### config.mk
export PLATFORM = sky130hd
export DESIGN_NAME = access_record_delta_encoder
export DESIGN_NICKNAME = d
export VERILOG_FILES = /design/src/rtl/core/arde_pkg.sv /design/src/rtl/core/arde_front.sv /design/src/rtl/core/arde_queue.sv /design/src/rtl/core/arde_back.sv /design/src/rtl/core/access_record_delta_encoder.sv
export SDC_FILE = /design/constraint.sdc
export NUM_CORES = 2
export LEC_CHECK = 0
export ABC_CLOCK_PERIOD_IN_PS = 40000
export BUFFER_PORTS_ARGS = -buffer_cell sky130_fd_sc_hd__buf_2
export CORE_MARGIN = 3
export CORE_UTILIZATION = 43
export DETAILED_ROUTE_END_ITERATION = 12
export PLACE_DENSITY_LB_ADDON = 0.05
export SLEW_MARGIN = 10
export SYNTH_ARGS = -nofsm -noshare
export SYNTH_HDL_FRONTEND = slang
export SYNTH_SLANG_ARGS = --single-unit
### constraint.sdc
create_clock -name aclk -period 40 [get_ports aclk]
set_input_delay 8 -clock aclk [delete_from_list [all_inputs] [get_ports aclk]]
set_output_delay 8 -clock aclk [all_outputs]
set_load 0.05 [all_outputs]
### src/rtl/core/arde_pkg.sv
// Shared types, flag codes and segment codes for the access record delta encoder.
package arde_pkg;

    // Queue depth between the classifier and the byte serializer
    localparam int QUEUE_DEPTH_DEF = 2;

    // Flag byte bits
    localparam logic [7:0] FLG_PC   = 8'h01;
    localparam logic [7:0] FLG_ADDR = 8'h02;
    localparam logic [7:0] FLG_TIME = 8'h04;
    localparam logic [7:0] FLG_TID  = 8'h10;
    localparam logic [7:0] FLG_LEN  = 8'h20;
    localparam logic [7:0] FLG_TYPE = 8'h40;

    // One input record
    typedef struct packed {
        logic [63:0] pc;
        logic [63:0] address;
        logic [63:0] timestamp;
        logic [15:0] thread_id;
        logic [15:0] access_length;
        logic [7:0]  access_type;
    } in_t;

    // One output byte
    typedef struct packed {
        logic [7:0] out_byte;
        logic       last;
    } out_t;

    // Classified record passed from the front to the back
    typedef struct packed {
        logic [7:0]  flags;
        logic [63:0] pc;
        logic [63:0] address;
        logic [63:0] timestamp;
        logic [7:0]  pc_delta;
        logic [7:0]  addr_delta;
        logic [7:0]  time_delta;
        logic [15:0] thread_id;
        logic [15:0] access_length;
        logic [7:0]  access_type;
        logic [4:0]  total;
    } rec_t;

    // Fields of the output stream, in emission order
    typedef enum logic [2:0] {
        SEG_FLAG,
        SEG_PC,
        SEG_ADDR,
        SEG_TIME,
        SEG_TID,
        SEG_LEN,
        SEG_TYPE
    } seg_t;

endpackage

### src/rtl/core/arde_front.sv
// Front stage: compares each record with the reference values and classifies its fields.
module arde_front (
    input  logic         aclk,
    input  logic         aresetn,
    input  logic         s_valid,
    output logic         s_ready,
    input  arde_pkg::in_t s_data,
    output logic         push_valid,
    input  logic         push_ready,
    output arde_pkg::rec_t push_data
);
    import arde_pkg::*;

    logic [63:0] prev_pc_reg, prev_pc_next;
    logic [63:0] prev_addr_reg, prev_addr_next;
    logic [63:0] prev_time_reg, prev_time_next;
    logic [15:0] prev_tid_reg, prev_tid_next;
    logic [15:0] prev_len_reg, prev_len_next;
    logic [7:0]  prev_type_reg, prev_type_next;

    logic [63:0] pc_diff, addr_diff, time_diff;
    logic        pc_small, addr_small, time_small;
    logic        tid_same, len_same, type_same;
    logic        accept;

    assign s_ready    = push_ready;
    assign push_valid = s_valid;
    assign accept     = s_valid & push_ready;

    // Wrapping differences against the references
    assign pc_diff   = s_data.pc - prev_pc_reg;
    assign addr_diff = s_data.address - prev_addr_reg;
    assign time_diff = s_data.timestamp - prev_time_reg;

    // A difference fits one signed byte when its top 57 bits agree
    assign pc_small   = (&pc_diff[63:7]) | ~(|pc_diff[63:7]);
    assign addr_small = (&addr_diff[63:7]) | ~(|addr_diff[63:7]);
    assign time_small = (&time_diff[63:7]) | ~(|time_diff[63:7]);

    assign tid_same  = (s_data.thread_id == prev_tid_reg);
    assign len_same  = (s_data.access_length == prev_len_reg);
    assign type_same = (s_data.access_type == prev_type_reg);

    // Build the classified record and its byte count
    always_comb begin
        push_data.flags = (pc_small ? FLG_PC : 8'h00)
                        | (addr_small ? FLG_ADDR : 8'h00)
                        | (time_small ? FLG_TIME : 8'h00)
                        | (tid_same ? FLG_TID : 8'h00)
                        | (len_same ? FLG_LEN : 8'h00)
                        | (type_same ? FLG_TYPE : 8'h00);
        push_data.pc            = s_data.pc;
        push_data.address       = s_data.address;
        push_data.timestamp     = s_data.timestamp;
        push_data.pc_delta      = pc_diff[7:0];
        push_data.addr_delta    = addr_diff[7:0];
        push_data.time_delta    = time_diff[7:0];
        push_data.thread_id     = s_data.thread_id;
        push_data.access_length = s_data.access_length;
        push_data.access_type   = s_data.access_type;
        push_data.total = 5'd1
                        + (pc_small ? 5'd1 : 5'd8)
                        + (addr_small ? 5'd1 : 5'd8)
                        + (time_small ? 5'd1 : 5'd8)
                        + (tid_same ? 5'd0 : 5'd2)
                        + (len_same ? 5'd0 : 5'd2)
                        + (type_same ? 5'd0 : 5'd1);
    end

    // Replace references on every accepted item
    always_comb begin
        prev_pc_next   = prev_pc_reg;
        prev_addr_next = prev_addr_reg;
        prev_time_next = prev_time_reg;
        prev_tid_next  = prev_tid_reg;
        prev_len_next  = prev_len_reg;
        prev_type_next = prev_type_reg;
        if (accept) begin
            prev_pc_next   = s_data.pc;
            prev_addr_next = s_data.address;
            prev_time_next = s_data.timestamp;
            prev_tid_next  = s_data.thread_id;
            prev_len_next  = s_data.access_length;
            prev_type_next = s_data.access_type;
        end
    end

    always_ff @(posedge aclk) begin
        if (!aresetn) begin
            prev_pc_reg   <= '0;
            prev_addr_reg <= '0;
            prev_time_reg <= '0;
            prev_tid_reg  <= '0;
            prev_len_reg  <= '0;
            prev_type_reg <= '0;
        end else begin
            prev_pc_reg   <= prev_pc_next;
            prev_addr_reg <= prev_addr_next;
            prev_time_reg <= prev_time_next;
            prev_tid_reg  <= prev_tid_next;
            prev_len_reg  <= prev_len_next;
            prev_type_reg <= prev_type_next;
        end
    end

endmodule

### src/rtl/core/arde_queue.sv
// Short queue of classified records between the front and the back.
module arde_queue #(
    parameter int DEPTH = arde_pkg::QUEUE_DEPTH_DEF
) (
    input  logic           aclk,
    input  logic           aresetn,
    input  logic           push_valid,
    output logic           push_ready,
    input  arde_pkg::rec_t push_data,
    output logic           pop_valid,
    input  logic           pop_ready,
    output arde_pkg::rec_t pop_data
);
    import arde_pkg::*;

    localparam int PTR_W = (DEPTH > 1) ? $clog2(DEPTH) : 1;
    localparam int CNT_W = $clog2(DEPTH + 1);

    rec_t             slot_reg [DEPTH];
    logic [PTR_W-1:0] wr_ptr_reg, wr_ptr_next;
    logic [PTR_W-1:0] rd_ptr_reg, rd_ptr_next;
    logic [CNT_W-1:0] count_reg, count_next;
    logic             do_push, do_pop;

    assign push_ready = (count_reg != CNT_W'(DEPTH));
    assign pop_valid  = (count_reg != '0);
    assign pop_data   = slot_reg[rd_ptr_reg];
    assign do_push    = push_valid & push_ready;
    assign do_pop     = pop_valid & pop_ready;

    // Advance pointers with wrap and track occupancy
    always_comb begin
        wr_ptr_next = wr_ptr_reg;
        rd_ptr_next = rd_ptr_reg;
        count_next  = count_reg;
        if (do_push) begin
            wr_ptr_next = (wr_ptr_reg == PTR_W'(DEPTH - 1)) ? '0 : wr_ptr_reg + 1'b1;
        end
        if (do_pop) begin
            rd_ptr_next = (rd_ptr_reg == PTR_W'(DEPTH - 1)) ? '0 : rd_ptr_reg + 1'b1;
        end
        if (do_push && !do_pop) begin
            count_next = count_reg + 1'b1;
        end else if (!do_push && do_pop) begin
            count_next = count_reg - 1'b1;
        end
    end

    always_ff @(posedge aclk) begin
        if (!aresetn) begin
            wr_ptr_reg <= '0;
            rd_ptr_reg <= '0;
            count_reg  <= '0;
        end else begin
            wr_ptr_reg <= wr_ptr_next;
            rd_ptr_reg <= rd_ptr_next;
            count_reg  <= count_next;
        end
    end

    // Store the pushed item
    always_ff @(posedge aclk) begin
        if (do_push) begin
            slot_reg[wr_ptr_reg] <= push_data;
        end
    end

endmodule

### src/rtl/core/arde_back.sv
// Back stage: serializes one classified record into bytes behind an output register.
module arde_back (
    input  logic           aclk,
    input  logic           aresetn,
    input  logic           pop_valid,
    output logic           pop_ready,
    input  arde_pkg::rec_t pop_data,
    output logic           m_valid,
    input  logic           m_ready,
    output arde_pkg::out_t m_data
);
    import arde_pkg::*;

    rec_t       rec_reg, rec_next;
    logic       busy_reg, busy_next;
    seg_t       seg_reg, seg_next;
    logic [2:0] idx_reg, idx_next;
    logic [4:0] rem_reg, rem_next;
    logic       m_valid_reg, m_valid_next;
    out_t       m_data_reg, m_data_next;

    logic       advance;
    logic       final_byte;
    logic       load;
    logic       seg_done;
    seg_t       seg_after;
    logic [7:0] cur_byte;

    assign advance    = busy_reg & (~m_valid_reg | m_ready);
    assign final_byte = (rem_reg == 5'd1);
    assign pop_ready  = ~busy_reg | (advance & final_byte);
    assign load       = pop_valid & pop_ready;
    assign m_valid    = m_valid_reg;
    assign m_data     = m_data_reg;

    // Select the current byte and detect the end of its field
    always_comb begin
        cur_byte = 8'h00;
        seg_done = 1'b1;
        unique case (seg_reg)
            SEG_FLAG: begin
                cur_byte = rec_reg.flags;
            end
            SEG_PC: begin
                cur_byte = (rec_reg.flags & FLG_PC) != 8'h00 ? rec_reg.pc_delta
                         : rec_reg.pc[{idx_reg, 3'b000} +: 8];
                seg_done = (rec_reg.flags & FLG_PC) != 8'h00 || idx_reg == 3'd7;
            end
            SEG_ADDR: begin
                cur_byte = (rec_reg.flags & FLG_ADDR) != 8'h00 ? rec_reg.addr_delta
                         : rec_reg.address[{idx_reg, 3'b000} +: 8];
                seg_done = (rec_reg.flags & FLG_ADDR) != 8'h00 || idx_reg == 3'd7;
            end
            SEG_TIME: begin
                cur_byte = (rec_reg.flags & FLG_TIME) != 8'h00 ? rec_reg.time_delta
                         : rec_reg.timestamp[{idx_reg, 3'b000} +: 8];
                seg_done = (rec_reg.flags & FLG_TIME) != 8'h00 || idx_reg == 3'd7;
            end
            SEG_TID: begin
                cur_byte = idx_reg[0] ? rec_reg.thread_id[15:8] : rec_reg.thread_id[7:0];
                seg_done = idx_reg[0];
            end
            SEG_LEN: begin
                cur_byte = idx_reg[0] ? rec_reg.access_length[15:8]
                         : rec_reg.access_length[7:0];
                seg_done = idx_reg[0];
            end
            SEG_TYPE: begin
                cur_byte = rec_reg.access_type;
            end
            default: begin
                cur_byte = 8'h00;
            end
        endcase
    end

    // Pick the next field that is present in the stream
    always_comb begin
        seg_after = SEG_TYPE;
        unique case (seg_reg)
            SEG_FLAG: seg_after = SEG_PC;
            SEG_PC:   seg_after = SEG_ADDR;
            SEG_ADDR: seg_after = SEG_TIME;
            SEG_TIME: begin
                if ((rec_reg.flags & FLG_TID) == 8'h00) begin
                    seg_after = SEG_TID;
                end else if ((rec_reg.flags & FLG_LEN) == 8'h00) begin
                    seg_after = SEG_LEN;
                end else begin
                    seg_after = SEG_TYPE;
                end
            end
            SEG_TID: begin
                seg_after = ((rec_reg.flags & FLG_LEN) == 8'h00) ? SEG_LEN : SEG_TYPE;
            end
            SEG_LEN:  seg_after = SEG_TYPE;
            SEG_TYPE: seg_after = SEG_TYPE;
            default:  seg_after = SEG_TYPE;
        endcase
    end

    // Sequencer next state: load a record, step through its bytes
    always_comb begin
        rec_next  = rec_reg;
        busy_next = busy_reg;
        seg_next  = seg_reg;
        idx_next  = idx_reg;
        rem_next  = rem_reg;
        if (load) begin
            rec_next  = pop_data;
            busy_next = 1'b1;
            seg_next  = SEG_FLAG;
            idx_next  = '0;
            rem_next  = pop_data.total;
        end else if (advance) begin
            if (final_byte) begin
                busy_next = 1'b0;
            end else begin
                rem_next = rem_reg - 5'd1;
                if (seg_done) begin
                    seg_next = seg_after;
                    idx_next = '0;
                end else begin
                    idx_next = idx_reg + 3'd1;
                end
            end
        end
    end

    // Output register: fill on advance, drop when taken
    always_comb begin
        m_valid_next = m_valid_reg;
        m_data_next  = m_data_reg;
        if (advance) begin
            m_valid_next         = 1'b1;
            m_data_next.out_byte = cur_byte;
            m_data_next.last     = final_byte;
        end else if (m_ready) begin
            m_valid_next = 1'b0;
        end
    end

    always_ff @(posedge aclk) begin
        if (!aresetn) begin
            busy_reg    <= 1'b0;
            seg_reg     <= SEG_FLAG;
            idx_reg     <= '0;
            rem_reg     <= '0;
            m_valid_reg <= 1'b0;
        end else begin
            busy_reg    <= busy_next;
            seg_reg     <= seg_next;
            idx_reg     <= idx_next;
            rem_reg     <= rem_next;
            m_valid_reg <= m_valid_next;
        end
    end

    // Payload registers
    always_ff @(posedge aclk) begin
        rec_reg    <= rec_next;
        m_data_reg <= m_data_next;
    end

endmodule

### src/rtl/core/access_record_delta_encoder.sv
// Top level of the access record delta encoder: classifier, record queue and byte serializer.
// Each accepted record comes out as 4 to 30 bytes, a flag byte first, then pc, address and
// timestamp as one delta byte or eight little-endian bytes each, then thread id, length and
// type unless unchanged; last marks the final byte. The output delivers one byte per cycle
// while m_ready is high; the serializer loads the next queued record as it emits the final
// byte of the current one. The front classifies a record combinationally and takes a new
// one each cycle while the QUEUE_DEPTH-entry queue has room, so short bursts of records are
// absorbed while the serializer works on earlier ones.
module access_record_delta_encoder #(
    parameter int QUEUE_DEPTH = arde_pkg::QUEUE_DEPTH_DEF
) (
    input  logic           aclk,
    input  logic           aresetn,
    input  logic           s_valid,
    output logic           s_ready,
    input  arde_pkg::in_t  s_data,
    output logic           m_valid,
    input  logic           m_ready,
    output arde_pkg::out_t m_data
);
    import arde_pkg::*;

    logic push_valid, push_ready;
    rec_t push_data;
    logic pop_valid, pop_ready;
    rec_t pop_data;

    // Classify records against the reference values
    arde_front u_front (
        .aclk       (aclk),
        .aresetn    (aresetn),
        .s_valid    (s_valid),
        .s_ready    (s_ready),
        .s_data     (s_data),
        .push_valid (push_valid),
        .push_ready (push_ready),
        .push_data  (push_data)
    );

    // Decouple the front from the serializer
    arde_queue #(
        .DEPTH (QUEUE_DEPTH)
    ) u_queue (
        .aclk       (aclk),
        .aresetn    (aresetn),
        .push_valid (push_valid),
        .push_ready (push_ready),
        .push_data  (push_data),
        .pop_valid  (pop_valid),
        .pop_ready  (pop_ready),
        .pop_data   (pop_data)
    );

    // Emit the bytes of each record
    arde_back u_back (
        .aclk      (aclk),
        .aresetn   (aresetn),
        .pop_valid (pop_valid),
        .pop_ready (pop_ready),
        .pop_data  (pop_data),
        .m_valid   (m_valid),
        .m_ready   (m_ready),
        .m_data    (m_data)
    );

endmodule
# Word level (Yosys, flattened, before mapping)
# Memories as Yosys holds them, arrays and structs flattened. A register that Yosys moved wholly into a read port is not among the register bits.
# Index checks and enable logic that the tools add are counted.
# classes
n_addsub	15
mul	0
div	0
magnitude_cmp	0
n_eq_ne	13
n_shift	3
n_mux	39
bitwise	21
n_reduce_logical	27
# op_table
op	count
64-bit by 7-bit variable part select with 8-bit output	3
64-bit subtractor	3
57-bit AND reduction	3
57-bit OR reduction	3
8-bit one-hot mux with 7 select lines	1
8-bit two-way mux	5
8-bit bitwise OR	5
16-bit == test	2
5-bit adder	5
5-bit two-way mux	4
8-bit zero test	2
3-bit one-hot mux with 5 select lines	1
1-bit two-way mux	13
3-bit == test (second input constant)	4
2-bit two-way mux	6
4-bit two-way mux	3
2-bit nonzero test	5
3-bit two-way mux	3
8-bit == test	1
7-bit two-way mux	1
1-bit inverter	7
3-bit by 2-bit == test with 1-bit output (second input constant)	2
6-bit two-way mux	1
2-bit AND reduction	3
18 further kinds	32
# word_totals
regBits	522
latch_bits	0
ramBits	538
romBits	0
out_inout_bits	11
elab_cells	145
memories	1
# memory_table
memory	depth	word_bits	rd	rd_ports_with_merged_regs	write_ports	line_no	rtl
u_queue.slot_reg	2	269	1	1	1	arde_queue.sv:19	rec_t slot_reg [DEPTH];

# Depth between registers and ports, before layout
# depth
word_depth	11
mapped_depth	24

# By module
# Synthesis repeated with hierarchy kept, for this count alone.
# hier_totals
hier_cells	4979
hier_area_um2	56285.2
# by_module_without_submodules
mod	instances	cells_per_inst	area_each_um2	seq_area_each_um2
arde_front	1	3523	24628.6	4644.5
arde_queue	1	861	20484.6	16255.6
arde_back	1	595	11172.0	8458.1

# Least setup slack after synthesis
# No wires, ideal clock.
# synth_timing
kind	input to register
start	in s_valid
end	reg u_queue.wr_ptr_reg
setup_time_ns	0.110
arrival_ns	20.331
t_required_ns	39.890
path_slack_ns	19.559
path_stages	4
path_buffers	1
path_cell_list	nand2_1 -> clkbuf_1 -> nor2_1 -> o21a_1
# synth_via
elab_chain_len	1
# synth_rtl
element	line_no	rtl
from (decl)	access_record_delta_encoder.sv:14	input logic s_valid,
1-bit AND	arde_queue.sv:28	assign do_push = push_valid & push_ready;
to (signal assigned)	arde_queue.sv:55	wr_ptr_reg <= wr_ptr_next;
to (decl)	arde_queue.sv:20	logic [PTR_W-1:0] wr_ptr_reg, wr_ptr_next;
# No other way between the ends.
# A chain may end at the register's enable or synchronous reset.

==> results.sh <==
export IMPL_status="finished clean"
export IMPL_worstPathArrival_ns=13.95
export IMPL_routabilityCongestion=0.895
export IMPL_max_slew_margin_rel_pct=27.9
export IMPL_core_area_sq_mm=0.122
export IMPL_die_area_sq_mm=0.128
export IMPL_chipWidth_um=357
export IMPL_required_ns=40.47
export IMPL_cts_setup_buffers=0
export IMPL_synth_area_leader_cell="edfxtp_1"
export IMPL_largest_register_ffs=534
export IMPL_synth_seq_area_share_pct=55.0
export IMPL_syn_to_final_growth_pct=12.1
export IMPL_setup_tns_ns=0
export IMPL_p_per_area_mw_per_mm2=61.0
export IMPL_synth_seq_cells=1055
export IMPL_crit_slowest_cell="mux2i_1"
export IMPL_synth_area_leaders="edfxtp_1, dfxtp_1, mux2_2"
export IMPL_cts_tree="built"
export IMPL_drt_iter0_drc=2883
export IMPL_drive_above_1_share_pct=16.7
export IMPL_grt_max_degree=168
export IMPL_root_buffer="clkbuf_16"
export IMPL_ios=247
export IMPL_initial_core_util_pct=43.4
export IMPL_vdd_drop_max_mv=0.0661
export IMPL_routed_wl_um=148000
export IMPL_numCtsBuffers=112
export IMPL_fin_area_sq_mm=0.0595
export IMPL_fin_crit_sh_pct=33.7
export IMPL_async_reset_ff_share_pct=0
export IMPL_wl_per_cell_um=22.6
export IMPL_routed_via_density=5.55
export IMPL_syn_inst=4656
export IMPL_antenna_found_initial=19
export IMPL_period_needed_ns=13.47
export IMPL_worst_pin_slew_ns=1.08
export IMPL_final_cell_count_no_fill=6559
export IMPL_path_clk_slew_ns=0.06
export IMPL_path_class="in -> reg"
export IMPL_dr_pass1_iters=6
export IMPL_syn_area_per_cell_sq_um=11.4
export IMPL_clock_path_buffers=3
export IMPL_htreeDepth=3
export IMPL_grt_first_pass_wirelength_um=223000
export IMPL_rsz0062_at_grt="no"
export IMPL_place_inst=6338
export IMPL_cts_resized=0
export IMPL_whs_ns=0.461
export IMPL_num_nets_final=5266
export IMPL_end_kind="register"
export IMPL_skew_ns=0.0380
export IMPL_rows=128
export IMPL_synth_area_sq_mm=0.0531
export IMPL_ctsHoldBuffers=0
export IMPL_hold_path_class="reg -> reg"
export IMPL_clkSinkCount=1055
export IMPL_dp_worst_setup_slack_ns=25.81
export IMPL_synth_edf_count=805
export IMPL_dp_hpwl_um=106000
export IMPL_grt_ovfl_total=0
export IMPL_drc=0
export IMPL_fin_ws_ns=26.53
export IMPL_setup_viol=0
export IMPL_maxSlewViolCount=0
export IMPL_cellLeakagePower_nw=20.9
export IMPL_max_stage_delay_ns=0.62
export IMPL_die_height_um=357
export IMPL_startpoint_type="primary input"
export IMPL_path_cells="buf_2 > inv_1 > ha_1 > inv_1 > fa_1 > nand3_1 > a21oi_1 > o21ai_0 > nand2_1 > a21oi_1 > xnor2_1 > nand4_1 > or4_1 > or4_1 > or4_1 > nor4_1 > nand4_1 > mux2i_1 > fa_1 > inv_1 > fa_1 > nor2_1 > nand2_1 > xor2_1"
export IMPL_fill_cells=11200
export IMPL_grt_util_all_layers_pct=22.9
export IMPL_synth_warnings=0
export IMPL_worstPathMaxFanout=4
export IMPL_finish_utilization_pct=48.7
export IMPL_synthFlopType="edfxtp_1"
export IMPL_netlist_area_leader_share_pct=45.5
export IMPL_synth_fp_nets=5095
export IMPL_max_freq_mhz=74.2
export IMPL_drtAntennaViolNets=0
export IMPL_hold_viol_final=0
export IMPL_insertion_delay_ns=0.75
export IMPL_via_count=36400
export IMPL_drv_cap=0
export IMPL_grt_pass1_vias=35600
export IMPL_place_area_sq_mm=0.0557
export IMPL_power_mw=3.63
export IMPL_synth_cell_type_count=107
export IMPL_port_buffers=246
[logic make-up (layout without fill, tap and decap cells)]
group                    Yosys count  in the layout  synth area share, %
flip-flops                      1055           1055                 55.0
XOR/XNOR                         211            211                 3.48
AO/OA/AOI/OAI                   1050           1050                 13.3
other                              0              9                    0
AND/OR/NAND/NOR                 1304           1304                 11.3
multiplexers                     359            359                 8.53
buffers and inverters            474            743                 3.54
adder cells (fa/ha/maj)          203            203                 4.87
[path summary, 6_finish.rpt]
| path | end | startpoint | cells after the start | slack, ns |
|---|---|---|---|---|
| hold reg to reg | u_front.prev_pc_reg[45] | u_front.prev_pc_reg[45] | 2 | 0.46 |
| setup reg to reg | u_queue.slot_reg[1][4] | u_front.prev_addr_reg[0] | 22 | 33.61 |
| setup / recovery | u_queue.slot_reg[1][4] | s_data[104] | 24 | 26.53 |
| hold / removal | u_front.prev_pc_reg[45] | u_front.prev_pc_reg[45] | 2 | 0.46 |
[synthesized netlist by cell type (16+ instances only)]
master    number
o21ai_0      131
nor2_1       170
clkbuf_1     178
inv_1        257
o31ai_1       17
nor3_1        67
mux2_2       266
nor4_1        44
edfxtp_1     805
or3_1         19
xnor2_1      101
a21boi_0     248
nand2b_1      26
and2_1        19
a211oi_1      26
nand4_1       93
ha_1         197
mux4_2        48
a21o_1        61
o21a_1        34
a21oi_1      276
dfxtp_1      250
o211ai_1      22
nand3_1       57
nand2_1      698
xor2_1       110
o21bai_1      39
mux2i_1       45
a31oi_1       17
o21ai_1       16
[worst max-delay path, delay by kind of cell]
family | cells | cell delay [ns]
buffers and inverters | 4 | 0.29
AND/OR/NAND/NOR | 10 | 2.54
AO/OA/AOI/OAI | 3 | 0.86
adder cells (fa/ha/maj) | 4 | 1.30
multiplexers | 1 | 0.62
XOR/XNOR | 2 | 0.33
[final cells by class]
| cell class | instances | area (sq um) | area share (%) |
|---|---|---|---|
| multi-input combinational | 3127 | 22100 | 37.1 |
| timing repair buffer | 272 | 1460 | 2.45 |
| sequential | 1055 | 29200 | 49.1 |
| inverter | 259 | 987 | 1.66 |
| tap | 1625 | 2030 | 3.42 |
| clock inverter | 55 | 589 | 0.990 |
| clock buffer | 157 | 3170 | 5.33 |
| antenna | 9 | 22.5 | 0.0378 |
[placed cells by master, fill, tap and decap left out, types with 24 or more instances in the layout]
cell	n
a211oi_1	26
a21boi_0	248
a21o_1	61
a21oi_1	276
buf_2	245
buf_4	24
clkbuf_1	27
clkbuf_16	114
dfxtp_1	246
edfxtp_1	805
ha_1	197
inv_1	256
mux2_2	266
mux2i_1	45
mux4_2	48
nand2_1	697
nand2b_1	26
nand3_1	57
nand4_1	93
nor2_1	169
nor3_1	67
nor4_1	44
o21a_1	34
o21ai_0	131
o21bai_1	39
xnor2_1	101
xor2_1	110
[power breakdown]
part / internal, mW / leakage, nW / total (mW) / switching (mW)
clock: 0.608 / 1.84 / 1.05 / 0.441
sequential: 1.48 / 9.58 / 1.58 / 0.0936
combinational: 0.345 / 9.47 / 1.00 / 0.657
[routing by layer]
layer / GRT usage (%) / vias to the layer above / share of wire [%]
li1: - / 17500 / -
met1: 32.7 / 17900 / 47
met2: 35.6 / 785 / 45
met3: 3.87 / 210 / 5.0
met4: 7.47 / 2 / 3.2
met5: 0 / - / 0.0047
Power figures use the tool's default switching activity.
